==> src/hw/rtl/lrd_pkg.sv <==
package lrd_pkg;

  localparam int unsigned CrcWidth = 32;
  localparam int unsigned LenWidth = 32;

  localparam logic [CrcWidth-1:0] CRC_ONES = 32'hFFFF_FFFF;
  localparam logic [CrcWidth-1:0] CRC_POLY = 32'hEDB8_8320;

  // Parse phases.
  localparam logic [2:0] PH_TYPE = 3'd0;
  localparam logic [2:0] PH_KLEN = 3'd1;
  localparam logic [2:0] PH_VLEN = 3'd2;
  localparam logic [2:0] PH_KEY  = 3'd3;
  localparam logic [2:0] PH_VAL  = 3'd4;
  localparam logic [2:0] PH_CSUM = 3'd5;

  // Result kinds.
  localparam logic [1:0] KIND_KEY = 2'd0;
  localparam logic [1:0] KIND_VAL = 2'd1;
  localparam logic [1:0] KIND_REC = 2'd2;
  localparam logic [1:0] KIND_LOG = 2'd3;

  // Status codes.
  localparam logic [2:0] ST_OK        = 3'd0;
  localparam logic [2:0] ST_MISMATCH  = 3'd1;
  localparam logic [2:0] ST_TRUNC_KLEN = 3'd2;
  localparam logic [2:0] ST_TRUNC_VLEN = 3'd3;
  localparam logic [2:0] ST_TRUNC_KEY  = 3'd4;
  localparam logic [2:0] ST_TRUNC_VAL  = 3'd5;
  localparam logic [2:0] ST_TRUNC_CSUM = 3'd6;

  // Configuration register addresses (word index).
  localparam logic REG_END_MARKER = 1'b0;

  typedef struct packed {
    logic [1:0]          kind;
    logic [7:0]          data;
    logic [7:0]          rtype;
    logic [LenWidth-1:0] ksz;
    logic [LenWidth-1:0] vsz;
    logic [2:0]          status;
  } lrd_result_t;

endpackage

==> src/hw/rtl/log_record_deframer_crc32_top.sv <==
// Log record deframer with CRC-32 check.
// The input channel (in_valid/in_ready) carries one beat per log byte in
// byte_value, or a stream end when stream_done is high. The output channel
// (out_valid/out_ready) carries at most one result beat per input beat: a key
// byte, a value byte, a record end with its checksum status, or a log end.
// A beat is registered on entry, parsed once the output register can take a
// result, and its result lands in the output register.
// The parser keeps the CRC, the length counters and the phase in flip-flops,
// and the byte-wide CRC step plus one counter decrement are combinational, so
// one byte per cycle is sustained while the receiver does not stall.
// When the receiver stalls, the output register holds its beat and the input
// register keeps one more beat; input then stops until the output drains.
// Reset clears the parser to expect a type byte, the CRC to all ones and the
// end-marker register to zero. After any log end or checksum mismatch every
// further beat is accepted and dropped until the next reset.
// The end-marker type sits at byte address 0 of the APB port.
module log_record_deframer_crc32_top import lrd_pkg::*; (
  input  logic        clk,
  input  logic        rst,
  input  logic        psel,
  input  logic        penable,
  input  logic        pwrite,
  input  logic [2:0]  paddr,
  input  logic [31:0] pwdata,
  output logic [31:0] prdata,
  output logic        pready,
  input  logic        in_valid,
  output logic        in_ready,
  input  logic [7:0]  byte_value,
  input  logic        stream_done,
  output logic        out_valid,
  input  logic        out_ready,
  output logic [1:0]  result_kind,
  output logic [7:0]  data_byte,
  output logic [7:0]  record_type,
  output logic [31:0] key_size,
  output logic [31:0] value_size,
  output logic [2:0]  status
);

  logic        end_marker;
  logic [7:0]  end_marker_type;
  logic        in_q_valid;
  logic [7:0]  byte_q;
  logic        done_q;
  logic        advance;
  logic        step;
  logic        res_valid;
  lrd_result_t res;
  lrd_result_t out_q;

  assign end_marker = (paddr[2] == REG_END_MARKER);
  assign pready     = 1'b1;
  assign prdata     = end_marker ? {24'd0, end_marker_type} : 32'd0;

  always_ff @(posedge clk) begin
    if (rst) begin
      end_marker_type <= 8'd0;
    end else if (psel && penable && pwrite && end_marker) begin
      end_marker_type <= pwdata[7:0];
    end
  end

  // The whole pipe moves whenever the output register is free or being read.
  assign advance  = !out_valid || out_ready;
  assign in_ready = !in_q_valid || advance;
  assign step     = in_q_valid && advance;

  always_ff @(posedge clk) begin
    if (rst) begin
      in_q_valid <= 1'b0;
    end else if (in_ready) begin
      in_q_valid <= in_valid;
    end
  end

  always_ff @(posedge clk) begin
    if (in_ready && in_valid) begin
      byte_q <= byte_value;
      done_q <= stream_done;
    end
  end

  lrd_parser u_parser (
    .clk        (clk),
    .rst        (rst),
    .step       (step),
    .byte_in    (byte_q),
    .done_in    (done_q),
    .end_marker (end_marker_type),
    .res_valid  (res_valid),
    .res        (res)
  );

  always_ff @(posedge clk) begin
    if (rst) begin
      out_valid <= 1'b0;
    end else if (advance) begin
      out_valid <= res_valid;
    end
  end

  always_ff @(posedge clk) begin
    if (advance && res_valid) begin
      out_q <= res;
    end
  end

  assign result_kind = out_q.kind;
  assign data_byte   = out_q.data;
  assign record_type = out_q.rtype;
  assign key_size    = out_q.ksz;
  assign value_size  = out_q.vsz;
  assign status      = out_q.status;

  a_ready_when_empty: assert property (@(posedge clk) disable iff (rst)
    !out_valid |-> in_ready)
    else $error("input stalled while the output register is empty");

  a_byte_status_ok: assert property (@(posedge clk) disable iff (rst)
    (out_valid && (result_kind == KIND_KEY || result_kind == KIND_VAL))
      |-> (status == ST_OK))
    else $error("key or value byte carries a non-zero status");

  a_no_data_on_ends: assert property (@(posedge clk) disable iff (rst)
    (out_valid && (result_kind == KIND_REC || result_kind == KIND_LOG))
      |-> (data_byte == 8'd0))
    else $error("record or log end carries a data byte");

  a_silent_after_log_end: assert property (@(posedge clk) disable iff (rst)
    (out_valid && out_ready && result_kind == KIND_LOG) |=> !out_valid)
    else $error("result produced after a log end");

endmodule

==> src/hw/rtl/lrd_parser.sv <==
module lrd_parser import lrd_pkg::*; (
  input  logic        clk,
  input  logic        rst,
  input  logic        step,
  input  logic [7:0]  byte_in,
  input  logic        done_in,
  input  logic [7:0]  end_marker,
  output logic        res_valid,
  output lrd_result_t res
);

  logic [2:0]          phase, phase_next;
  logic [1:0]          field_byte_count, field_byte_count_next;
  logic [LenWidth-1:0] length_shift, length_shift_next;
  logic [LenWidth-1:0] key_len_reg, key_len_reg_next;
  logic [LenWidth-1:0] value_len_reg, value_len_reg_next;
  logic [LenWidth-1:0] bytes_left, bytes_left_next;
  logic [CrcWidth-1:0] running_crc, running_crc_next;
  logic [7:0]          type_reg, type_reg_next;
  logic                halted, halted_next;

  logic [LenWidth-1:0] shifted;
  logic [LenWidth-1:0] left_dec;
  logic [CrcWidth-1:0] crc_from_run;
  logic [CrcWidth-1:0] crc_from_ones;

  // Reflected CRC-32 over one byte, one polynomial step per bit.
  function automatic logic [CrcWidth-1:0] crc_byte(input logic [CrcWidth-1:0] crc_in,
                                                   input logic [7:0] b);
    logic [CrcWidth-1:0] c;
    c = crc_in ^ {24'd0, b};
    for (int i = 0; i < 8; i++) begin
      if (c[0]) begin
        c = (c >> 1) ^ CRC_POLY;
      end else begin
        c = c >> 1;
      end
    end
    return c;
  endfunction

  assign shifted       = {byte_in, length_shift[LenWidth-1:8]};
  assign left_dec      = bytes_left - 32'd1;
  assign crc_from_run  = crc_byte(running_crc, byte_in);
  assign crc_from_ones = crc_byte(CRC_ONES, byte_in);

  always_comb begin
    phase_next            = phase;
    field_byte_count_next = field_byte_count;
    length_shift_next     = length_shift;
    key_len_reg_next      = key_len_reg;
    value_len_reg_next    = value_len_reg;
    bytes_left_next       = bytes_left;
    running_crc_next      = running_crc;
    type_reg_next         = type_reg;
    halted_next           = halted;
    res_valid             = 1'b0;
    res.kind              = KIND_LOG;
    res.data              = 8'd0;
    res.rtype             = type_reg;
    res.ksz               = key_len_reg;
    res.vsz               = value_len_reg;
    res.status            = ST_OK;

    if (step && !halted) begin
      if (done_in) begin
        res_valid   = 1'b1;
        res.kind    = KIND_LOG;
        res.ksz     = '0;
        res.vsz     = '0;
        halted_next = 1'b1;
        unique case (phase)
          PH_KLEN: res.status = ST_TRUNC_KLEN;
          PH_VLEN: res.status = ST_TRUNC_VLEN;
          PH_KEY:  res.status = ST_TRUNC_KEY;
          PH_VAL:  res.status = ST_TRUNC_VAL;
          PH_CSUM: res.status = ST_TRUNC_CSUM;
          default: begin
            res.status = ST_OK;
            res.rtype  = 8'd0;
          end
        endcase
      end else begin
        unique case (phase)
          PH_KLEN, PH_VLEN, PH_CSUM: begin
            field_byte_count_next = field_byte_count + 2'd1;
            if (field_byte_count != 2'd3) begin
              length_shift_next = shifted;
            end else begin
              length_shift_next = '0;
              if (phase == PH_KLEN) begin
                key_len_reg_next = shifted;
                phase_next       = PH_VLEN;
              end else if (phase == PH_VLEN) begin
                value_len_reg_next = shifted;
                // Empty fields are skipped altogether.
                if (key_len_reg != '0) begin
                  phase_next      = PH_KEY;
                  bytes_left_next = key_len_reg;
                end else if (shifted != '0) begin
                  phase_next      = PH_VAL;
                  bytes_left_next = shifted;
                end else begin
                  phase_next      = PH_CSUM;
                  bytes_left_next = '0;
                end
              end else begin
                res_valid = 1'b1;
                res.kind  = KIND_REC;
                if ((running_crc ^ CRC_ONES) == shifted) begin
                  res.status       = ST_OK;
                  phase_next       = PH_TYPE;
                  running_crc_next = CRC_ONES;
                end else begin
                  res.status  = ST_MISMATCH;
                  halted_next = 1'b1;
                end
              end
            end
          end
          PH_KEY, PH_VAL: begin
            res_valid        = 1'b1;
            res.kind         = (phase == PH_KEY) ? KIND_KEY : KIND_VAL;
            res.data         = byte_in;
            running_crc_next = crc_from_run;
            bytes_left_next  = left_dec;
            if (left_dec == '0) begin
              if (phase == PH_KEY && value_len_reg != '0) begin
                phase_next      = PH_VAL;
                bytes_left_next = value_len_reg;
              end else begin
                phase_next            = PH_CSUM;
                field_byte_count_next = 2'd0;
                length_shift_next     = '0;
              end
            end
          end
          default: begin
            if (byte_in == end_marker) begin
              res_valid   = 1'b1;
              res.kind    = KIND_LOG;
              res.rtype   = byte_in;
              res.ksz     = '0;
              res.vsz     = '0;
              halted_next = 1'b1;
            end else begin
              type_reg_next         = byte_in;
              running_crc_next      = crc_from_ones;
              key_len_reg_next      = '0;
              value_len_reg_next    = '0;
              field_byte_count_next = 2'd0;
              length_shift_next     = '0;
              phase_next            = PH_KLEN;
            end
          end
        endcase
      end
    end
  end

  always_ff @(posedge clk) begin
    if (rst) begin
      phase            <= PH_TYPE;
      field_byte_count <= 2'd0;
      length_shift     <= '0;
      key_len_reg      <= '0;
      value_len_reg    <= '0;
      bytes_left       <= '0;
      running_crc      <= CRC_ONES;
      type_reg         <= 8'd0;
      halted           <= 1'b0;
    end else begin
      phase            <= phase_next;
      field_byte_count <= field_byte_count_next;
      length_shift     <= length_shift_next;
      key_len_reg      <= key_len_reg_next;
      value_len_reg    <= value_len_reg_next;
      bytes_left       <= bytes_left_next;
      running_crc      <= running_crc_next;
      type_reg         <= type_reg_next;
      halted           <= halted_next;
    end
  end

endmodule

==> config.mk <==
export PLATFORM = sky130hd
export DESIGN_NAME = log_record_deframer_crc32_top
export DESIGN_NICKNAME = d
export VERILOG_FILES = /design/src/hw/rtl/lrd_pkg.sv /design/src/hw/rtl/log_record_deframer_crc32_top.sv /design/src/hw/rtl/lrd_parser.sv
export SDC_FILE = /design/constraint.sdc
export NUM_CORES = 1
export LEC_CHECK = 0
export ABC_AREA = 1
export BUFFER_PORTS_ARGS = -buffer_cell sky130_fd_sc_hd__buf_4
export CAP_MARGIN = 30
export CORE_AREA = 2 2 181 183
export CTS_CLUSTER_DIAMETER = 80
export DETAILED_ROUTE_END_ITERATION = 10
export DIE_AREA = 0 0 183 185
export HOLD_SLACK_MARGIN = 0.15
export PLACE_DENSITY_LB_ADDON = 0.12
export SYNTH_ARGS = -nofsm -noshare
export SYNTH_HDL_FRONTEND = slang
export SYNTH_SLANG_ARGS = --single-unit
==> constraint.sdc <==
create_clock -name clk -period 11.4 [get_ports clk]
set_clock_uncertainty 0.1 [all_clocks]
set_input_delay 2.28 -clock clk [delete_from_list [all_inputs] [get_ports clk]]
set_output_delay 2.28 -clock clk [all_outputs]
set_load 0.03 [all_outputs]
==> metrics.md <==
| Metric | Value |
|---|---|
| Outcome | finished clean |
| Largest net degree at the start of global routing | 111 |
| Total GRT Usage | 28.0% |
| Synthesized area | 14900 µm² |
| Initial Util | 46.4% |
| Fillers | 3187 |
| Gpl congestion | 0.920 |
| CP cell instances | buf_4, nor2_1, nand2_1, buf_4 |
| Cell mode on critical path | buf_4 |
| Crit-path max cell delay | 0.18 ns |
| EDFF count, synth | 94 |
| Clock Path Buffers | 3 |
| Count of cell types in the netlist | 47 |
| Worst hold path type | flop to flop |
| Max Freq | 0.193 GHz |
| Port bufs | 119 |
| CTS resizes | 0 |
| Pwr Density | 160 nW/µm² |
| DRT iter0 DRCs | 1083 |
| Final ANT Viol Nets | 0 |
| First-pass GRT wire length | 73400 µm |
| Global route total overflow | 0 |
| Die ar. | 33900 µm² |
| Leak | 7.11 nW |
| Rel. slew slack | 29.7% |
| CORE AREA | 32000 µm² |
| Die W | 183 µm |
| WS Path Type | primary input to output pin |
| Skew-Pair Late Insertion Delay | 0.56 ns |
| RSZ-0062 raised after global routing | no |
| Setup Viol. Count Final | 0 |
| Critical-path top delay cell | buf_4 |
| Final core utilization | 52.7% |
| TritonCTS clock tree | yes |
| Setup bufs post-CTS | 0 |
| Vias in the first global route | 12600 |
| R2R cell count | 11 |
| Largest area contributor in the netlist | dfxtp_1 |
| Crit path max-delay family | buffers and inverters |
| Reg2Reg Launch Point | byte_q[1] |
| Number of CTS-inserted buffers | 30 |
| Largest cells by area after synthesis | dfxtp_1 24%, edfxtp_1 19%, nand2_1 8.4%, o21ai_0 7.9%, a21oi_1 7.5% |
| Fin. Hold Viols | 0 |
| Worst Path Required | 9.02 ns |
| Via density | 5.48 |
| Crit end category | output pin |
| Worst setup SP type | primary input |
| # nets final | 2131 |
| Root buf cell | clkbuf_16 |
| Synthesized flop and latch total | 270 |
| Worst path bufs/invs | 2 |
| Final wirelength | 48200 µm |
| Ys async rst share | 0% |
| Mean area per synthesized cell | 7.39 µm² |
| Critical Path End | in_ready |
| Post-synth top area share | 23.7% |
| # DRC | 0 |
| Setup TNS | 0 ns |
| Register Area | 6350 µm² |
| # IOs | 171 |
| Max-cap violations | 0 |
| Sequential area share after synthesis | 42.7% |
| Hold_buf cts | 0 |
| Main synth FF type | dfxtp_1 |
| Multi-input logic area | 7090 µm² |
| Die Ht | 185 µm |
| Initial antenna violation count | 0 |
| Share of the clock period used by the worst path | 45.5% |
| Row cnt | 66 |
| Inserted Diodes | 0 |
| Final min period | 5.18 ns |
| H-tree depth | 1 |
| Synthesis-to-layout area growth | 13.5% |
| Ys Warns | 0 |
| Layout cell share with drive strength beyond 1 | 10.6% |
| 1st-pass router iterations | 6 |
| Routed length per instance | 19.2 µm |
| Worst slew pin tran | 1.05 ns |
| Clock Sinks | 270 |
| Syn Inst Count | 2012 |
| RR Endpoint | u_parser.running_crc[4] |
| Maximum vdd ir drop | 0.155 mV |
| Crit path launch | out_ready |
| Clock transition at path regs | 0.06 ns |
| Cell depth of the worst setup path | 4 |
| Slew Limit Fails | 0 |
| DP HPWL | 33600 µm |
| Crit path max fanout | 3 |
| Worst EP arrival | 2.80 ns |
| Vias | 13700 |
| Worst reg2reg setup slack | 7.49 ns |
==> power breakdown <==
group,internal (mW),leakage (nW),switching (mW)
clock,0.597,0.501,0.405
sequential,1.05,2.32,0.0313
combinational,0.201,4.29,0.427
total,1.84,7.11,0.863
==> worst min path at each step <==
| stage | startpoint | endpoint | cells past startpoint |
|---|---|---|---|
| floorplan | u_parser.type_reg[0] | u_parser.type_reg[0] | 2 |
| global placement | u_parser.type_reg[3] | u_parser.type_reg[3] | 2 |
| detailed placement | u_parser.type_reg[6] | u_parser.type_reg[6] | 2 |
| CTS | u_parser.type_reg[6] | u_parser.type_reg[6] | 2 |
| global route | u_parser.type_reg[0] | u_parser.type_reg[0] | 2 |
| finish | u_parser.type_reg[3] | u_parser.type_reg[3] | 2 |
==> synthesized netlist by cell type, drive strengths merged, types with 2 or more instances <==
master  number
dfxtp      176
nor2       236
buf         64
o221ai       2
o211ai      20
nor3        32
or2          4
xnor2       34
conb         2
nand2      340
nand4       45
xor2        66
a21oi      223
clkinv       4
nand3       75
and2         2
nor4         8
ha           7
edfxtp      94
o21bai      19
o21ai      241
clkbuf      66
inv        232
nor3b        3
a22oi        9
nand3b       2
==> cell usage in the layout, fill, tap and decap left out, types with 2 or more instances in the layout <==
master,instances
nand3_1,72
o211ai_1,20
nor3b_1,3
inv_1,226
buf_4,135
a22oi_1,9
nand2_2,6
nor4_1,8
xnor2_1,32
or2_2,4
clkbuf_16,30
xor2_1,66
and2_1,2
clkinv_2,7
nor2_4,9
clkbuf_1,5
o221ai_1,2
edfxtp_1,94
nand2_1,332
nand3b_1,2
nor2_1,219
nor2_2,8
nand2_4,2
nand4_1,45
conb_1,25
o21bai_1,19
nor3_1,32
clkinv_1,10
clkbuf_8,4
o21ai_0,236
o21ai_1,5
bufinv_16,4
nand3_2,2
dfxtp_1,176
ha_1,7
a21oi_1,222
inv_2,5
==> logic make-up (layout without fill, tap and decap cells) <==
group,Yosys count,count (layout),synth area share [%]
AND/OR/NAND/NOR,747,747,21.8
XOR/XNOR,100,100,6.07
flip-flops,270,270,42.7
buffers and inverters,366,428,10.4
AO/OA/AOI/OAI,520,520,18.5
adder cells (fa/ha/maj),7,7,0.589
other,2,25,0.0505
==> per-layer routing <==
layer  vias to the layer above  GRT usage, %  part of all wire [%]
li1                       6711             -                     -
met1                      6416          34.9                    41
met2                       492          48.9                    49
met3                       116          3.01                   5.5
met4                         0          12.9                   4.6
met5                         -             0                     0
==> worst reg2reg max path, stage by stage (launching register included) <==
cell and delay, ns:
edfxtp_1 0.65, clkinv_1 0.56, nand2_1 0.22, nand4_1 0.17
nor4_1 0.40, nand4_1 0.28, nand2_1 0.22, nand2_2 0.36
inv_1 0.15, buf_4 0.38, nand3_1 0.21, o211ai_1 0.13
==> through the flow <==
step	setup WS [ns]	hold slack [ns]	instances	power [mW]	area [µm²]
final	6.22	0.356	2505	2.71	16900
after global routing	6.15	0.367	2505	2.83	16900
after CTS	6.22	0.358	2505	2.71	16900
after detailed placement	6.23	0.349	2449	1.72	15900
after global placement	6.15	0.341	2448	1.71	15800
after floorplan	6.14	0.330	2035	1.55	15000
==> area by class of cell <==
class                           instances  share of cell area [%]
Clock buffer                           39                    4.88
Clock inverter                         17                    1.12
Inverter                              236                    5.25
Multi-Input combinational cell       1399                    42.0
Sequential cell                       270                    37.6
Tap cell                              408                    3.02
Timing Repair Buffer                  136                    6.17
No activity file was read; power rests on OpenSTA's default activity.
